[src/rtl/scdv_pkg.sv]
package scdv_pkg;

  // ASCII codes that the validator recognises.
  localparam logic [7:0] CharZero   = 8'h30;
  localparam logic [7:0] CharNine   = 8'h39;
  localparam logic [7:0] CharHyphen = 8'h2D;
  localparam logic [7:0] CharSpace  = 8'h20;

  // Digit positions: nine weighted body digits, then two control digits.
  localparam logic [3:0] BodyDigits  = 4'd9;
  localparam logic [3:0] TotalDigits = 4'd11;
  localparam logic [3:0] RunCeiling  = 4'd9;
  localparam logic [3:0] RunReset    = 4'd2;

  // Control value arithmetic.
  localparam logic [8:0] CheckMod  = 9'd101;
  localparam logic [6:0] CheckWrap = 7'd100;
  localparam logic [8:0] MaxSum    = 9'd405;

  typedef enum logic [1:0] {
    FAULT_NONE      = 2'd0,
    FAULT_REPEAT    = 2'd1,
    FAULT_MISMATCH  = 2'd2,
    FAULT_MALFORMED = 2'd3
  } fault_e;

  typedef struct packed {
    logic [3:0] digit_count;
    logic [8:0] weighted_sum;
    logic [3:0] previous_digit;
    logic [3:0] run_length;
    logic       repeat_fault;
    logic       malformed_flag;
    logic [3:0] control_high_digit;
    logic [3:0] control_low_digit;
  } number_state_t;

endpackage

[src/rtl/scdv_accum.sv]
module scdv_accum (
  input  logic                    clk_i,
  input  logic                    rst_ni,
  input  logic                    step_i,
  input  logic [7:0]              char_i,
  input  logic                    last_i,
  input  logic [3:0]              max_run_i,
  output scdv_pkg::number_state_t state_o
);

  scdv_pkg::number_state_t state_q, state_d, upd;

  logic       is_digit;
  logic [3:0] digit;
  logic [3:0] weight;
  logic [7:0] product;
  logic [3:0] run_next;

  assign is_digit = (char_i >= scdv_pkg::CharZero) && (char_i <= scdv_pkg::CharNine);
  assign digit    = char_i[3:0];
  assign weight   = scdv_pkg::BodyDigits - state_q.digit_count;
  assign product  = weight * digit;

  always_comb begin
    upd = state_q;
    run_next = 4'd1;
    if (is_digit) begin
      if (state_q.digit_count < scdv_pkg::BodyDigits) begin
        upd.weighted_sum = state_q.weighted_sum + {1'b0, product};
        if ((state_q.digit_count != 4'd0) && (digit == state_q.previous_digit)) begin
          run_next = (state_q.run_length < scdv_pkg::RunCeiling) ?
                     state_q.run_length + 4'd1 : state_q.run_length;
        end
        upd.run_length = run_next;
        if (run_next >= max_run_i) begin
          upd.repeat_fault = 1'b1;
        end
        upd.previous_digit = digit;
      end else if (state_q.digit_count == scdv_pkg::BodyDigits) begin
        upd.control_high_digit = digit;
      end else if (state_q.digit_count == scdv_pkg::BodyDigits + 4'd1) begin
        upd.control_low_digit = digit;
      end
      if (state_q.digit_count < scdv_pkg::TotalDigits) begin
        upd.digit_count = state_q.digit_count + 4'd1;
      end
    end else if ((char_i != scdv_pkg::CharHyphen) && (char_i != scdv_pkg::CharSpace)) begin
      upd.malformed_flag = 1'b1;
    end
  end

  // The verdict sees the state with the marked character already applied.
  assign state_o = upd;

  always_comb begin
    state_d = state_q;
    if (step_i) begin
      state_d = last_i ? '0 : upd;
    end
  end

  always_ff @(posedge clk_i or negedge rst_ni) begin
    if (!rst_ni) begin
      state_q <= '0;
    end else begin
      state_q <= state_d;
    end
  end

  a_clear_after_last: assert property (@(posedge clk_i) disable iff (!rst_ni)
    step_i && last_i |=> (state_q.digit_count == 4'd0) && (state_q.weighted_sum == 9'd0))
    else $error("number state not cleared after the last item");

  a_count_bound: assert property (@(posedge clk_i) disable iff (!rst_ni)
    state_q.digit_count <= scdv_pkg::TotalDigits)
    else $error("digit count beyond eleven");

  a_sum_bound: assert property (@(posedge clk_i) disable iff (!rst_ni)
    state_q.weighted_sum <= scdv_pkg::MaxSum)
    else $error("weighted sum out of range");

  a_run_bound: assert property (@(posedge clk_i) disable iff (!rst_ni)
    state_q.run_length <= scdv_pkg::RunCeiling)
    else $error("run length out of range");

endmodule

[src/rtl/scdv_verdict.sv]
module scdv_verdict (
  input  scdv_pkg::number_state_t state_i,
  output scdv_pkg::fault_e        fault_o
);

  logic [8:0] s;
  logic [8:0] rem_full;
  logic [6:0] rem;
  logic [6:0] control_value;
  logic [6:0] control_pair;

  assign s = state_i.weighted_sum;

  // The sum never exceeds 405, so at most four subtractions of the modulus.
  always_comb begin
    priority if (s >= 9'd404) begin
      rem_full = s - 9'd404;
    end else if (s >= 9'd303) begin
      rem_full = s - 9'd303;
    end else if (s >= 9'd202) begin
      rem_full = s - 9'd202;
    end else if (s >= scdv_pkg::CheckMod) begin
      rem_full = s - scdv_pkg::CheckMod;
    end else begin
      rem_full = s;
    end
  end

  assign rem           = rem_full[6:0];
  assign control_value = (rem == scdv_pkg::CheckWrap) ? 7'd0 : rem;
  assign control_pair  = {state_i.control_high_digit, 3'b000}
                       + {2'b00, state_i.control_high_digit, 1'b0}
                       + {3'b000, state_i.control_low_digit};

  always_comb begin
    priority if (state_i.malformed_flag ||
                 (state_i.digit_count < scdv_pkg::TotalDigits)) begin
      fault_o = scdv_pkg::FAULT_MALFORMED;
    end else if (state_i.repeat_fault) begin
      fault_o = scdv_pkg::FAULT_REPEAT;
    end else if (control_pair != control_value) begin
      fault_o = scdv_pkg::FAULT_MISMATCH;
    end else begin
      fault_o = scdv_pkg::FAULT_NONE;
    end
  end

endmodule

[src/rtl/snils_check_digit_validator_core.sv]
// Path: an accepted item is held in the input register, and its verdict is written to the result
// register when the output is not stalled; only items marked with tlast produce a result.
// Throughput: one character item per cycle while the output is not stalled.
// Reset clears the input and result stages, the per-number state and sets the run
// threshold to 2; no clearing pass is needed.
module snils_check_digit_validator_core (
  input  logic       clk_i,
  input  logic       rst_ni,
  input  logic       cfg_we_i,
  input  logic [3:0] cfg_wdata_i,      // max_repeat_run
  input  logic       s_axis_tvalid_i,
  output logic       s_axis_tready_o,
  input  logic [7:0] s_axis_tdata_i,   // [7:0] char_code
  input  logic       s_axis_tlast_i,   // end_of_number
  output logic       m_axis_tvalid_o,
  input  logic       m_axis_tready_i,
  output logic [7:0] m_axis_tdata_o    // [0] number_valid, [2:1] fault_code, [7:3] zero
);

  logic       max_run_q;
  logic [3:0] max_run_val_q;
  logic       in_valid_q;
  logic [7:0] in_char_q;
  logic       in_last_q;
  logic       out_valid_q;
  scdv_pkg::fault_e fault_q;
  scdv_pkg::fault_e fault;
  scdv_pkg::number_state_t state_next;
  logic       advance;
  logic       step;

  assign advance         = !out_valid_q || m_axis_tready_i;
  assign step            = in_valid_q && advance;
  assign s_axis_tready_o = !in_valid_q || advance;

  always_ff @(posedge clk_i or negedge rst_ni) begin
    if (!rst_ni) begin
      max_run_q     <= 1'b0;
      max_run_val_q <= scdv_pkg::RunReset;
    end else if (cfg_we_i) begin
      max_run_q     <= 1'b1;
      max_run_val_q <= cfg_wdata_i;
    end
  end

  always_ff @(posedge clk_i or negedge rst_ni) begin
    if (!rst_ni) begin
      in_valid_q <= 1'b0;
    end else if (s_axis_tvalid_i && s_axis_tready_o) begin
      in_valid_q <= 1'b1;
    end else if (advance) begin
      in_valid_q <= 1'b0;
    end
  end

  always_ff @(posedge clk_i) begin
    if (s_axis_tvalid_i && s_axis_tready_o) begin
      in_char_q <= s_axis_tdata_i;
      in_last_q <= s_axis_tlast_i;
    end
  end

  scdv_accum u_accum (
    .clk_i     (clk_i),
    .rst_ni    (rst_ni),
    .step_i    (step),
    .char_i    (in_char_q),
    .last_i    (in_last_q),
    .max_run_i (max_run_val_q),
    .state_o   (state_next)
  );

  scdv_verdict u_verdict (
    .state_i (state_next),
    .fault_o (fault)
  );

  always_ff @(posedge clk_i or negedge rst_ni) begin
    if (!rst_ni) begin
      out_valid_q <= 1'b0;
    end else if (advance) begin
      out_valid_q <= step && in_last_q;
    end
  end

  always_ff @(posedge clk_i) begin
    if (step && in_last_q) begin
      fault_q <= fault;
    end
  end

  assign m_axis_tvalid_o = out_valid_q;
  assign m_axis_tdata_o  = {5'b00000, fault_q, fault_q == scdv_pkg::FAULT_NONE};

  a_input_held: assert property (@(posedge clk_i) disable iff (!rst_ni)
    in_valid_q && !advance |=> in_valid_q && $stable(in_char_q) && $stable(in_last_q))
    else $error("staged item lost while the output was stalled");

  a_result_from_last: assert property (@(posedge clk_i) disable iff (!rst_ni)
    $rose(out_valid_q) |-> $past(step && in_last_q))
    else $error("result produced without a marked item");

  a_cfg_taken: assert property (@(posedge clk_i) disable iff (!rst_ni)
    cfg_we_i |=> max_run_q && (max_run_val_q == $past(cfg_wdata_i)))
    else $error("run threshold not written");

endmodule
[config.mk]
export PLATFORM = sky130hd
export DESIGN_NAME = snils_check_digit_validator_core
export DESIGN_NICKNAME = d
export VERILOG_FILES = /design/src/rtl/scdv_pkg.sv /design/src/rtl/scdv_accum.sv /design/src/rtl/scdv_verdict.sv /design/src/rtl/snils_check_digit_validator_core.sv
export SDC_FILE = /design/constraint.sdc
export NUM_CORES = 1
export LEC_CHECK = 0
export BUFFER_PORTS_ARGS = -buffer_cell sky130_fd_sc_hd__buf_2
export CORE_MARGIN = 3
export CORE_UTILIZATION = 55
export CTS_CLUSTER_SIZE = 24
export DETAILED_ROUTE_END_ITERATION = 7
export GPL_TIMING_DRIVEN = 0
export PLACE_DENSITY = 0.71
export SLEW_MARGIN = 20
export SYNTH_ARGS = -nofsm -noshare
export SYNTH_HDL_FRONTEND = slang
export SYNTH_HIERARCHICAL = 1
export SYNTH_SLANG_ARGS = --single-unit
[constraint.sdc]
create_clock -name clk_i -period 7.3 [get_ports clk_i]
set_clock_uncertainty 0.05 [all_clocks]
set_input_delay 0.73 -clock clk_i [delete_from_list [all_inputs] [get_ports clk_i]]
set_output_delay 0.73 -clock clk_i [all_outputs]
set_load 0.005 [all_outputs]
# == Word level (Yosys, flattened, before mapping) ==
# Cells that the tools add are included.
# Widths: inputs -> output; s select.
# totals
regBits,48
output_inout_bits,10
word_cells,87
# op_classes
add_sub_neg,10
multipliers,1
magnitude_cmp,11
n_eq_ne,7
muxes,25
n_reduce_logical,18
# op_table
cell,count
$mux 7,5
$mux 4,8
$mux 31,1
$mux 22,1
$ge 9x9->1 const B,2
$mux 18,1
$lt 4x4->1 const B,4
$mux 8,2
$ne 8x6->1 const B,2
$sub 7x7->7 const B,2
$add 9x8->9,1
$ge 9x7->1 const B,1
$ge 9x8->1 const B,1
$add 4x1->4 const B,2
$eq 4x4->1 const B,2
$ge 8x6->1 const B,1
$le 8x6->1 const B,1
$mul 4x4->8,1
$add 7x4->7,1
$add 7x5->7,1
$eq 7x7->1 const B,1
$ne 7x7->1,1
$sub 7x5->7 const B,1
$sub 7x6->7 const B,1
13 further kinds,28

# == Logic depth before layout (Yosys ltp) ==
# Gate-level depths: netlist of the first run.
# logic_depth
ltp_word,19
mapped_depth,27
mapped_depth_nobuf,24

# == Modules after synthesis ==
# Netlist of the first run, hierarchy kept.
# by_module_without_submodules
mod,instances,cells_per_inst,area_each_um2,seq_area_each_um2
scdv_accum,1,336,3006.6,775.7
scdv_verdict,1,158,1209.9,0.0
snils_check_digit_validator_core,1,36,630.6,481.7

# == Worst setup path before layout of the first run ==
# Ideal clock, no wire load.
# synth_timing
kind,register to register
from,reg u_accum/state_q[28] in the netlist's numbering
to,reg fault_q[1] (data pin)
setup_time_ns,0.275
arrival_time_ns,5.742
required_ns,6.975
setup_slack_ns,1.233
stages_incl_launch_ff,23
period_less_slack_ns,6.067
cell_sequence,dfrtp_1 -> inv_1 -> ha_1 -> nand2_1 -> fa_1 -> fa_1 -> fa_1 -> inv_1 -> ha_1 -> o21ai_0 -> nor3_1 -> a2111oi_4 -> a21oi_2 -> xnor2_1 -> buf_2 -> nor2_1 -> a2111oi_1 -> o311ai_1 -> and3b_1 -> o21a_1 -> and4_1 -> o32ai_2 -> a32oi_1
# synth_rtl
item,line,text
start: declaration,scdv_accum.sv:11,"scdv_pkg::number_state_t state_q, state_d, upd;"
start signal: assignment,scdv_accum.sv:66,state_q <= state_d;
end signal: assignment,snils_check_digit_validator_core.sv:88,fault_q <= fault;
end: declaration,snils_check_digit_validator_core.sv:26,scdv_pkg::fault_e fault_q;

==> results by group, run 1 <==
Final layout
  – Area delta synth->final: 7.48%
  – Final Non-Filler Cells: 650
  – Diodes inserted: 0
  – Fraction of layout cells with a size suffix above 1: 0.158
  – Final std cell area, no fill: 5110 µm²
  – Nets: 620

GRT
  – Vias in the first global route: 3889
  – Global-route usage over all layers: 0.233
  – First-pass GRT wire length: 18700 µm
  – Antenna violations before repair: 0
  – Largest net degree at the start of global routing: 38
  – Grt ovf: 0

Floorplan
  – FP Rows: 33
  – Die Y: 99.0 µm
  – Die footprint: 9790 µm²
  – Core Box Area: just over 8000 µm²
  – Initial Utilization: 0.573
  – Die X: 99.0 µm
  – I/O pin cnt: 28

Setup path
  – Crit Path Class: register to register
  – CP top delay family: adder cells
  – CP peak stage delay: 0.61 ns
  – CP max-delay cell: dfrtp_1
  – CP Capture Type: register
  – CP Cell Sequence: inv_1 -> ha_1 -> nand2_1 -> fa_1 -> fa_1 -> fa_1 -> inv_1 -> ha_1 -> o21ai_0 -> nor3_1 -> a2111oi_4 -> a21oi_2 -> xnor2_2 -> buf_2 -> nor2_1 -> a2111oi_1 -> o311ai_1 -> and3b_1 -> o21a_1 -> and4_1 -> o32ai_2 -> a32oi_1
  – CP Data Arrival Time: about 6.9 ns
  – Worst Setup Start Kind: register
  – Top cell by count, worst path: fa_1
  – Critical Path RT: slightly above 7 ns
  – Max FO, Critical Path: 11
  – Crit path buf inv count: 3

Yosys
  – Synth Instances: approximately 510
  – Average size of a mapped cell: around 9.3 µm²
  – Yosys warning count: 6
  – Mapped Area: 4750 µm²

Timing
  – Max-slew headroom: 0.228
  – FMAX: 0.144 GHz
  – Min Tclk post-route: 6.94 ns
  – Fin crit share: 0.951
  – Final-report setup violation count: 0
  – Worst hold slack: 0.443 ns
  – TNS Setup: 0 ns
  – Slew Viols, Final: 0
  – Worst Max-Slew Pin Slew: roughly 1.1 ns
  – Final hold vios: 0
  – Unrepaired setup endpoints after global routing: no

Placement
  – Detailed Place HPWL: 8640 µm
  – Area after DPL: 5010 µm²
  – Routability Congestion: roughly 0.9
  – Port bufs: 22
  – Placed cell count: 642

Route
  – Detail-routed net length per standard cell: 17.1 µm
  – DR DRC count: 0
  – Vias: about 4000
  – DRT Wirelength: 11100 µm
  – Vias/cell: 6.10
  – Pre-Repair DR Iteration Count: 5
  – Antenna-violating nets left: 0
  – Iteration-0 DRC Markers: 186

Clock network
  – Skew-Pair Late Insertion Delay: about 0.30 ns
  – Clk sinks: 48
  – CTS tree: yes
  – Setup repair bufs after CTS: 0
  – Hold_buf cts: 0
  – Reg clk slew, reported paths: 0.09 ns
  – H-tree lvl count: 2
  – Root buffer cell: clkbuf_8
  – CTS Buffer Depth: 2
  – TritonCTS buffer count: 5

Power
  – Leakage power: about 2.3 nW
  – Power per cell area: 151 nW/µm²
  – Peak supply drop: 0.115 mV

Status
  – Status: finished, final reports clean

Job
  – Max capacitance violation total: 0

Worst hold path
  – Min-Delay Path Class: register to register
[routing by layer]
layer | vias up | part of all wire | GRT usage
met4 | 0 | 0.013 | 0.0672
met1 | 1890 | 0.46 | 0.329
met3 | 20 | 0.058 | 0.0226
met2 | 153 | 0.47 | 0.382
li1 | 1904 | - | -
met5 | - | 0 | 0
[state kept, by name, indices dropped and copies added (netlist names)]
signal and cells:
in_char_q 8, in_valid_q 1, fault_q 2, max_run_val_q 4
in_last_q 1, u_accum/state_q 31, m_axis_tvalid_o 1
[final timing paths]
path                                          start                 end  slack (ns)  cells after the start
worst min register to register     max_run_val_q[2]    max_run_val_q[2]        0.44                      1
worst max-delay path            u_accum/state_q[28]          fault_q[1]        0.36                     22
min in group asynchronous                    rst_ni    max_run_val_q[0]        0.49                      1
max in group asynchronous                    rst_ni  u_accum/state_q[1]        6.16                      1
worst min-delay path               max_run_val_q[2]    max_run_val_q[2]        0.44                      1
worst max register to register  u_accum/state_q[28]          fault_q[1]        0.36                     22
[cell type report]
class	instances	area (µm²)
sequential	48	1260
clock inverter	3	22.5
clock buffer	5	68.8
inverter	48	180
buffer	28	183
tap	105	131
timing repair buffer	22	110
fill	723	3190
multi-input combinational	391	3160
[power by group]
part | internal (mW) | total [mW] | switching (mW)
clock | 0.0688 | 0.164 | 0.0948
sequential | 0.291 | 0.305 | 0.0143
combinational | 0.126 | 0.301 | 0.175
total | 0.485 | 0.770 | 0.284
[through the flow]
step / utilization / power, mW / setup slack (ns)
detailed placement: 0.604 / 0.605 / 0.192
CTS: 0.615 / 0.770 / 0.166
finish: 0.616 / 0.770 / 0.356
global route: 0.616 / 0.822 / 0.0545
floorplan: - / 0.536 / 1.23
global placement: 0.604 / 0.598 / 0.257
[layout by cell type, fill, tap and decap left out, types with 10 or more instances in the layout]
master    count
nand3_1      10
a32o_1       12
inv_1        47
edfxtp_1     11
and2_1       13
ha_1         47
xnor2_1      19
nor2b_1      10
nand2_1      38
a21oi_1      28
a21o_1       12
fa_1         11
dfrtp_1      36
o21ai_0      21
buf_2        28
nor2_1       21
[timing repair]
item,in CTS,in global routing
setup endpoints to repair,0,1
endpoints found under the hold margin,0,0
gates resized for setup,0,1
Note: power is estimated with default switching activity, not from simulation.
==> inputs of run 2 (changes only) <==
- CORE_UTILIZATION: 55 -> 35
- PLACE_DENSITY: 0.71 -> 0.49
- SLEW_MARGIN: 20 -> unset
==> run 2 against run 1 <==
  * Routed wire length grew 8.6%
  * Count of clock-buffer cells in the layout unchanged
  * Final cell count up 10%
  * First-iteration DRC count is 47% higher
  * Sequential share of layout area is 0.77 points lower
  * Die area is 53% higher
  * Register-to-register slack gained 0.02 ns
  * Utilization decreased by 21 points
  * Critical endpoint unchanged
  * Non-clock buffer count unchanged
  * Fmax rose by 0.25%
  * Sequential power hardly changed
==> results by group, run 2 (synthesis results as in run 1) <==
Status
  – Status: finished, final reports clean

Placement
  – Routability Congestion: 0.901 (+1.7%)
  – Port bufs: 22 (unchanged)
  – Placed cell count: 709 (+10%)
  – Detailed Place HPWL: 9200 µm (+6.4%)

Final layout
  – Core Util, Final: 0.408 (-0.207)
  – Final Non-Filler Cells: 717 (+10%)
  – Fraction of layout cells with a size suffix above 1: 0.161 (+0.00367)
  – # fillers: 1314 (+82%)
  – Area delta synth->final: 11.1%
  – Diodes inserted: 0 (unchanged)
  – Biggest regs: u_accum/state_q x31, in_char_q x8, max_run_val_q x4
  – Top reg by flops: u_accum/state_q
  – Nets: 620 (unchanged)
  – Commonest cells after routing, fill and taps aside: inv_1, ha_1, nand2_1
  – Max reg flops: 31 (unchanged)

Setup path
  – CP Cell Sequence: clkbuf_1 -> nand2_1 -> fa_1 -> fa_1 -> fa_1 -> inv_1 -> ha_1 -> o21ai_0 -> nor3_2 -> a2111oi_4 -> a21oi_2 -> xnor2_2 -> buf_2 -> nor2_1 -> a2111oi_1 -> o311ai_1 -> and3b_1 -> o21a_1 -> and4_1 -> o32ai_2 -> a32oi_1
  – Max FO, Critical Path: 10 (-1)
  – CP Data Arrival Time: 6.87 ns (-0.04 ns)
  – Critical Path RT: 7.24 ns (-0.03 ns)
  – CP max-delay cell: fa_1
  – Worst Setup Start Kind: register
  – Top cell by count, worst path: fa_1
  – CP peak stage delay: 0.54 ns (-0.07 ns)
  – Crit Path Class: register to register
  – CP Capture Type: register

GRT
  – Vias in the first global route: 3760 (-3.3%)
  – First-pass GRT wire length: 19900 µm (+6.5%)
  – Global-route usage over all layers: 0.169 (-0.0648)
  – Grt ovf: 0 (unchanged)
  – Largest net degree at the start of global routing: 38 (unchanged)
  – Antenna violations before repair: 0 (unchanged)

Timing
  – Final hold vios: 0 (unchanged)
  – Worst Max-Slew Pin Slew: 1.18 ns (+0.0298 ns)
  – Max-slew headroom: 0.208 (-0.0201)
  – TNS Setup: 0 ns (unchanged)
  – Fin crit share: 0.949 (-0.00237)
  – Min Tclk post-route: 6.93 ns (-0.0173 ns)
  – Final-report setup violation count: 0 (unchanged)
  – Slew Viols, Final: 0 (unchanged)
  – Unrepaired setup endpoints after global routing: no
  – FMAX: 0.144 GHz (+0.25%)

Clock network
  – TritonCTS buffer count: 5 (unchanged)
  – Clk sinks: 48 (unchanged)
  – Hold_buf cts: 0 (unchanged)
  – CTS tree: yes
  – Reg clk slew, reported paths: 0.07 ns (-0.02 ns)
  – H-tree lvl count: 2 (unchanged)
  – Skew-Pair Late Insertion Delay: 0.29 ns (about the same)
  – Setup repair bufs after CTS: 0 (unchanged)
  – CTS Buffer Depth: 2 (unchanged)
  – Root buffer cell: clkbuf_16

Floorplan
  – Core Box Area: 12900 µm² (+56%)
  – FP Rows: 41 (+24%)
  – I/O pin cnt: 28 (unchanged)
  – Die footprint: 15000 µm² (+53%)
  – Die X: 123 µm (+24%)
  – Initial Utilization: 0.368 (-0.205)
  – Die Y: 123 µm (+24%)

Power
  – Share of total power in sequential cells: 0.346 (-0.050)
  – P_sw: 0.302 mW (+6.5%)
  – Peak supply drop: 0.133 mV (+16%)
  – Switching share of power: 0.343 (-0.0263)
  – Combinational power share: 0.347 (-0.044)
  – Power per cell area: 167 nW/µm² (+11%)
  – Pint: 0.580 mW (+19%)
  – Clock share of power: 0.307 (+0.094)
  – Leakage power: 2.33 nW (+1.3%)

Route
  – DRT Wirelength: 12100 µm (+8.6%)
  – Antenna-violating nets left: 0 (unchanged)
  – Pre-Repair DR Iteration Count: 5 (unchanged)
  – Vias: 3859 (-2.7%)
  – Vias/cell: 5.38 (-12%)
  – Detail-routed net length per standard cell: 16.8 µm (-1.5%)
  – Iteration-0 DRC Markers: 274 (+47%)
  – DR DRC count: 0 (unchanged)

Worst hold path
  – Min-Delay Path Class: register to register

Job
  – Max capacitance violation total: 0 (unchanged)
-- run 2: cell types whose count changed in the layout (fill, tap and decap cells not counted), sizes merged --
cell,delta
clkinvlp,+1
bufinv,+1
clkinv,-2
-- run 2: metal layers --
layer | track usage | up-vias | share of wire
li1 | - | 1909 | -
met1 | 0.240 | 1858 | 0.48
met2 | 0.282 | 90 | 0.48
met3 | 0.0198 | 2 | 0.035
met4 | 0.0259 | 0 | 0.0032
met5 | 0 | - | 0
-- run 2: path summary, 6_finish.rpt --
| check | start | to | slack, ns | depth (start not counted) |
|---|---|---|---|---|
| setup / recovery | in_char_q[3] | fault_q[1] | 0.37 | 21 |
| hold / removal | u_accum/state_q[7] | u_accum/state_q[7] | 0.44 | 1 |
| setup reg to reg | in_char_q[3] | fault_q[1] | 0.37 | 21 |
| hold reg to reg | u_accum/state_q[7] | u_accum/state_q[7] | 0.44 | 1 |
| max in group asynchronous | rst_ni | u_accum/state_q[28] | 6.05 | 1 |
| min in group asynchronous | rst_ni | max_run_val_q[0] | 0.52 | 1 |
-- run 2: power by group through the flow --
stage               Sequential (mW)  Combinational [mW]  Clock, mW
global placement              0.309               0.298          0
global route                  0.308               0.342      0.291
floorplan                     0.306               0.229          0
detailed placement            0.310               0.301          0
CTS                           0.305               0.305      0.280
finish                        0.305               0.306      0.271
-- run 2: metrics by stage --
step                      power (mW)  worst slack, ns  hold slack [ns]  cell area (µm²)
final                          0.882            0.374            0.441             5280
after global routing           0.940           0.0397            0.455             5280
after CTS                      0.891            0.232            0.446             5270
after detailed placement       0.611           0.0299            0.425             5090
after global placement         0.608           0.0563            0.421             5090
after floorplan                0.536             1.23            0.384             4770
-- run 2: cell type report --
type	instances	area (µm²)	share of cell area
Clock inverter	3	46.3	0.00877
Multi-Input combinational cell	391	3160	0.599
Buffer	28	183	0.0346
Clock buffer	5	125	0.0237
Tap cell	172	215	0.0408
Timing Repair Buffer	22	110	0.0209
Sequential cell	48	1260	0.238
Inverter	48	180	0.0341
-- run 2: what timing repair did --
action                                  CTS  global route
endpoints found under the hold margin     0             0
endpoints found under the setup margin    1             1
resized for setup                         1             2
-- run 2: critical path: cells and delay by family, from the launching register on --
family	cells	cell delay, ns
AO/OA/AOI/OAI	8	2.18
XOR/XNOR	1	0.38
adder cells (fa/ha/maj)	4	1.92
buffers and inverters	3	0.75
flip-flops	1	0.51
AND/OR/NAND/NOR	5	0.83
==> inputs of run 3 (changes only) <==
- CELL_PAD_IN_SITES_DETAIL_PLACEMENT: unset -> 1
- CELL_PAD_IN_SITES_GLOBAL_PLACEMENT: unset -> 2
- PLACE_DENSITY: 0.49 -> 0.71
==> run 3 against run 2 <==
  * Hold slack worse by 0.0078 ns
  * Highest routed layer unchanged
  * Worst setup slack improved by 0.030 ns
  * Largest power group unchanged
  * Critical path type unchanged
  * Count of clock-buffer cells in the layout unchanged
  * Design area increased by 0.36%
  * Largest cell class unchanged
  * Routed wire length grew 8.6%
  * Flip-flop and latch count unchanged
==> results by group, run 3 (synthesis results as in run 1) <==
Job
  – Max capacitance violation total: 0 (unchanged)

Floorplan
  – FP Rows: 41 (unchanged)
  – Die Y: 123 µm (unchanged)
  – Die X: 123 µm (unchanged)
  – Die footprint: 15000 µm² (unchanged)
  – Initial Utilization: 0.368 (unchanged)
  – I/O pin cnt: 28 (unchanged)
  – Core Box Area: 12900 µm² (unchanged)

Clock network
  – H-tree lvl count: 2 (unchanged)
  – Hold_buf cts: 0 (unchanged)
  – Root buffer cell: clkbuf_16
  – Reg clk slew, reported paths: 0.07 ns (about the same)
  – Setup repair bufs after CTS: 0 (unchanged)
  – Skew-Pair Late Insertion Delay: 0.29 ns (about the same)
  – CTS Buffer Depth: 2 (unchanged)
  – Clk sinks: 48 (unchanged)
  – Post_cts resized: 0 (-1)
  – CTS tree: yes
  – TritonCTS buffer count: 5 (unchanged)

Route
  – M1 WL: 6410 µm (+9.7%)
  – Vias: 3914 (+1.4%)
  – Vias/cell: 5.46 (+1.4%)
  – WL met3: 381 µm (-9.9%)
  – Antenna-violating nets left: 0 (unchanged)
  – DR DRC count: 0 (unchanged)
  – Detail-routed net length per standard cell: 18.3 µm (+8.6%)
  – DR WL met2: 6190 µm (+7.6%)
  – Pre-Repair DR Iteration Count: 4 (-1)
  – DRT Wirelength: 13100 µm (+8.6%)
  – Top layer used by detailed routing: met4
  – Iteration-0 DRC Markers: 312 (+14%)

Timing
  – FMAX: 0.145 GHz (+0.44%)
  – TNS Setup: 0 ns (unchanged)
  – Min Tclk post-route: 6.90 ns (-0.0305 ns)
  – Final WS setup: 0.404 ns (+0.0305 ns)
  – Fin crit share: 0.945 (-0.00417)
  – Slew Viols, Final: 0 (unchanged)
  – Worst hold slack: 0.433 ns (-0.00779 ns)
  – Max-slew headroom: 0.210 (+0.00277)
  – Final hold vios: 0 (unchanged)
  – Final-report setup violation count: 0 (unchanged)
  – Worst Max-Slew Pin Slew: 1.17 ns (-0.00411 ns)
  – Unrepaired setup endpoints after global routing: no

GRT
  – Antenna violations before repair: 0 (unchanged)
  – Grt ovf: 0 (unchanged)
  – Vias in the first global route: 4110 (+9.3%)
  – Largest net degree at the start of global routing: 38 (unchanged)
  – First-pass GRT wire length: 22000 µm (+11%)
  – Global-route usage over all layers: 0.185 (+0.0168)

Final layout
  – Commonest cells after routing, fill and taps aside: inv_1, ha_1, nand2_1
  – Max reg flops: 31 (unchanged)
  – Area delta synth->final: 11.5%
  – Core Util, Final: 0.410 (+0.00145)
  – Biggest regs: u_accum/state_q x31, in_char_q x8, max_run_val_q x4
  – Diodes inserted: 0 (unchanged)
  – # fillers: 1506 (+15%)
  – Nets: 620 (unchanged)
  – Final std cell area, no fill: 5300 µm² (+0.36%)
  – Multi-input logic area: 3160 µm² (-0.16%)
  – Top reg by flops: u_accum/state_q
  – Reg area: 1260 µm² (unchanged)
  – Fraction of layout cells with a size suffix above 1: 0.161 (unchanged)

Power
  – Peak supply drop: 0.109 mV (-18%)
  – Switching share of power: 0.336 (-0.00731)
  – Leakage power: 2.35 nW (+0.73%)
  – Combinational power share: 0.335 (-0.012)
  – Clock share of power: 0.335 (+0.028)
  – Power per cell area: 175 nW/µm² (+4.5%)
  – Share of total power in sequential cells: 0.330 (-0.016)
  – P_sw: 0.310 mW (+2.6%)
  – Pint: 0.615 mW (+6.0%)

Placement
  – Detailed Place HPWL: 10300 µm (+12%)
  – Port bufs: 22 (unchanged)
  – Routability Congestion: 0.881 (-2.3%)
  – Worst slack at placement: 0.115 ns (+0.0849 ns)
  – Area after DPL: 5090 µm² (unchanged)

Setup path
  – Max FO, Critical Path: 11 (+1)
  – CP Capture Type: register
  – CP Data Arrival Time: 6.86 ns (about the same)
  – Path depth of the worst reg2reg path: 24 (+14%)
  – Critical Path RT: 7.26 ns (+0.02 ns)
  – Worst Setup Start Kind: register
  – Crit Path Class: register to register

Status
  – Status: finished, final reports clean

Worst hold path
  – Min-Delay Path Class: register to register
  – Worst hold path depth: 2 (+1)
==> run 3: through the flow <==
step,power (mW),cells
floorplan,0.536,515
CTS,0.931,717
finish,0.925,717
detailed placement,0.617,709
global route,0.982,717
global placement,0.612,709
==> run 3: routing by layer <==
metal  GRT usage  vias up
li1            -     1907
met4      0.0308        0
met2       0.306       68
met3      0.0212        8
met5           0        -
met1       0.267     1931
==> run 3: power by group through the flow <==
stage	Sequential, mW	Clock (mW)	Combinational, mW
detailed placement	0.310	0	0.306
global route	0.309	0.327	0.346
CTS	0.305	0.318	0.309
finish	0.305	0.310	0.310
floorplan	0.306	0	0.229
global placement	0.309	0	0.303
==> run 3: area by class of cell <==
type                            instances  share of cell area
Timing Repair Buffer                   22              0.0208
Sequential cell                        48               0.238
Clock buffer                            5              0.0236
Clock inverter                          3              0.0130
Tap cell                              172              0.0406
Inverter                               48              0.0340
Multi-Input combinational cell        391               0.596
Buffer                                 28              0.0347
==> run 3: final timing paths <==
path | slack (ns) | end | start
min in group asynchronous | 0.51 | max_run_val_q[0] | rst_ni
hold reg to reg | 0.43 | u_accum/state_q[9] | u_accum/state_q[9]
setup reg to reg | 0.40 | fault_q[1] | u_accum/state_q[28]
max in group asynchronous | 6.08 | u_accum/state_q[28] | rst_ni
hold / removal | 0.43 | u_accum/state_q[9] | u_accum/state_q[9]
setup / recovery | 0.40 | fault_q[1] | u_accum/state_q[28]
==> run 3: worst max-delay path, stage by stage, from the launching register on <==
cell and delay (ns):
dfrtp_2 0.51, inv_1 0.13, ha_1 0.30, xor2_1 0.32, and2_1 0.20, fa_1 0.42, ha_1 0.29, inv_1 0.05
fa_1 0.50, inv_1 0.04, ha_1 0.30, o21ai_0 0.15, nor3_1 0.50, a211o_1 0.22, a21oi_2 0.09, xnor2_2 0.37
buf_2 0.32, nor2_1 0.14, a2111oi_1 0.48, o311ai_1 0.21, and3b_1 0.22, o21a_1 0.19, and4_1 0.19, o32ai_2 0.28
a32oi_1 0.15
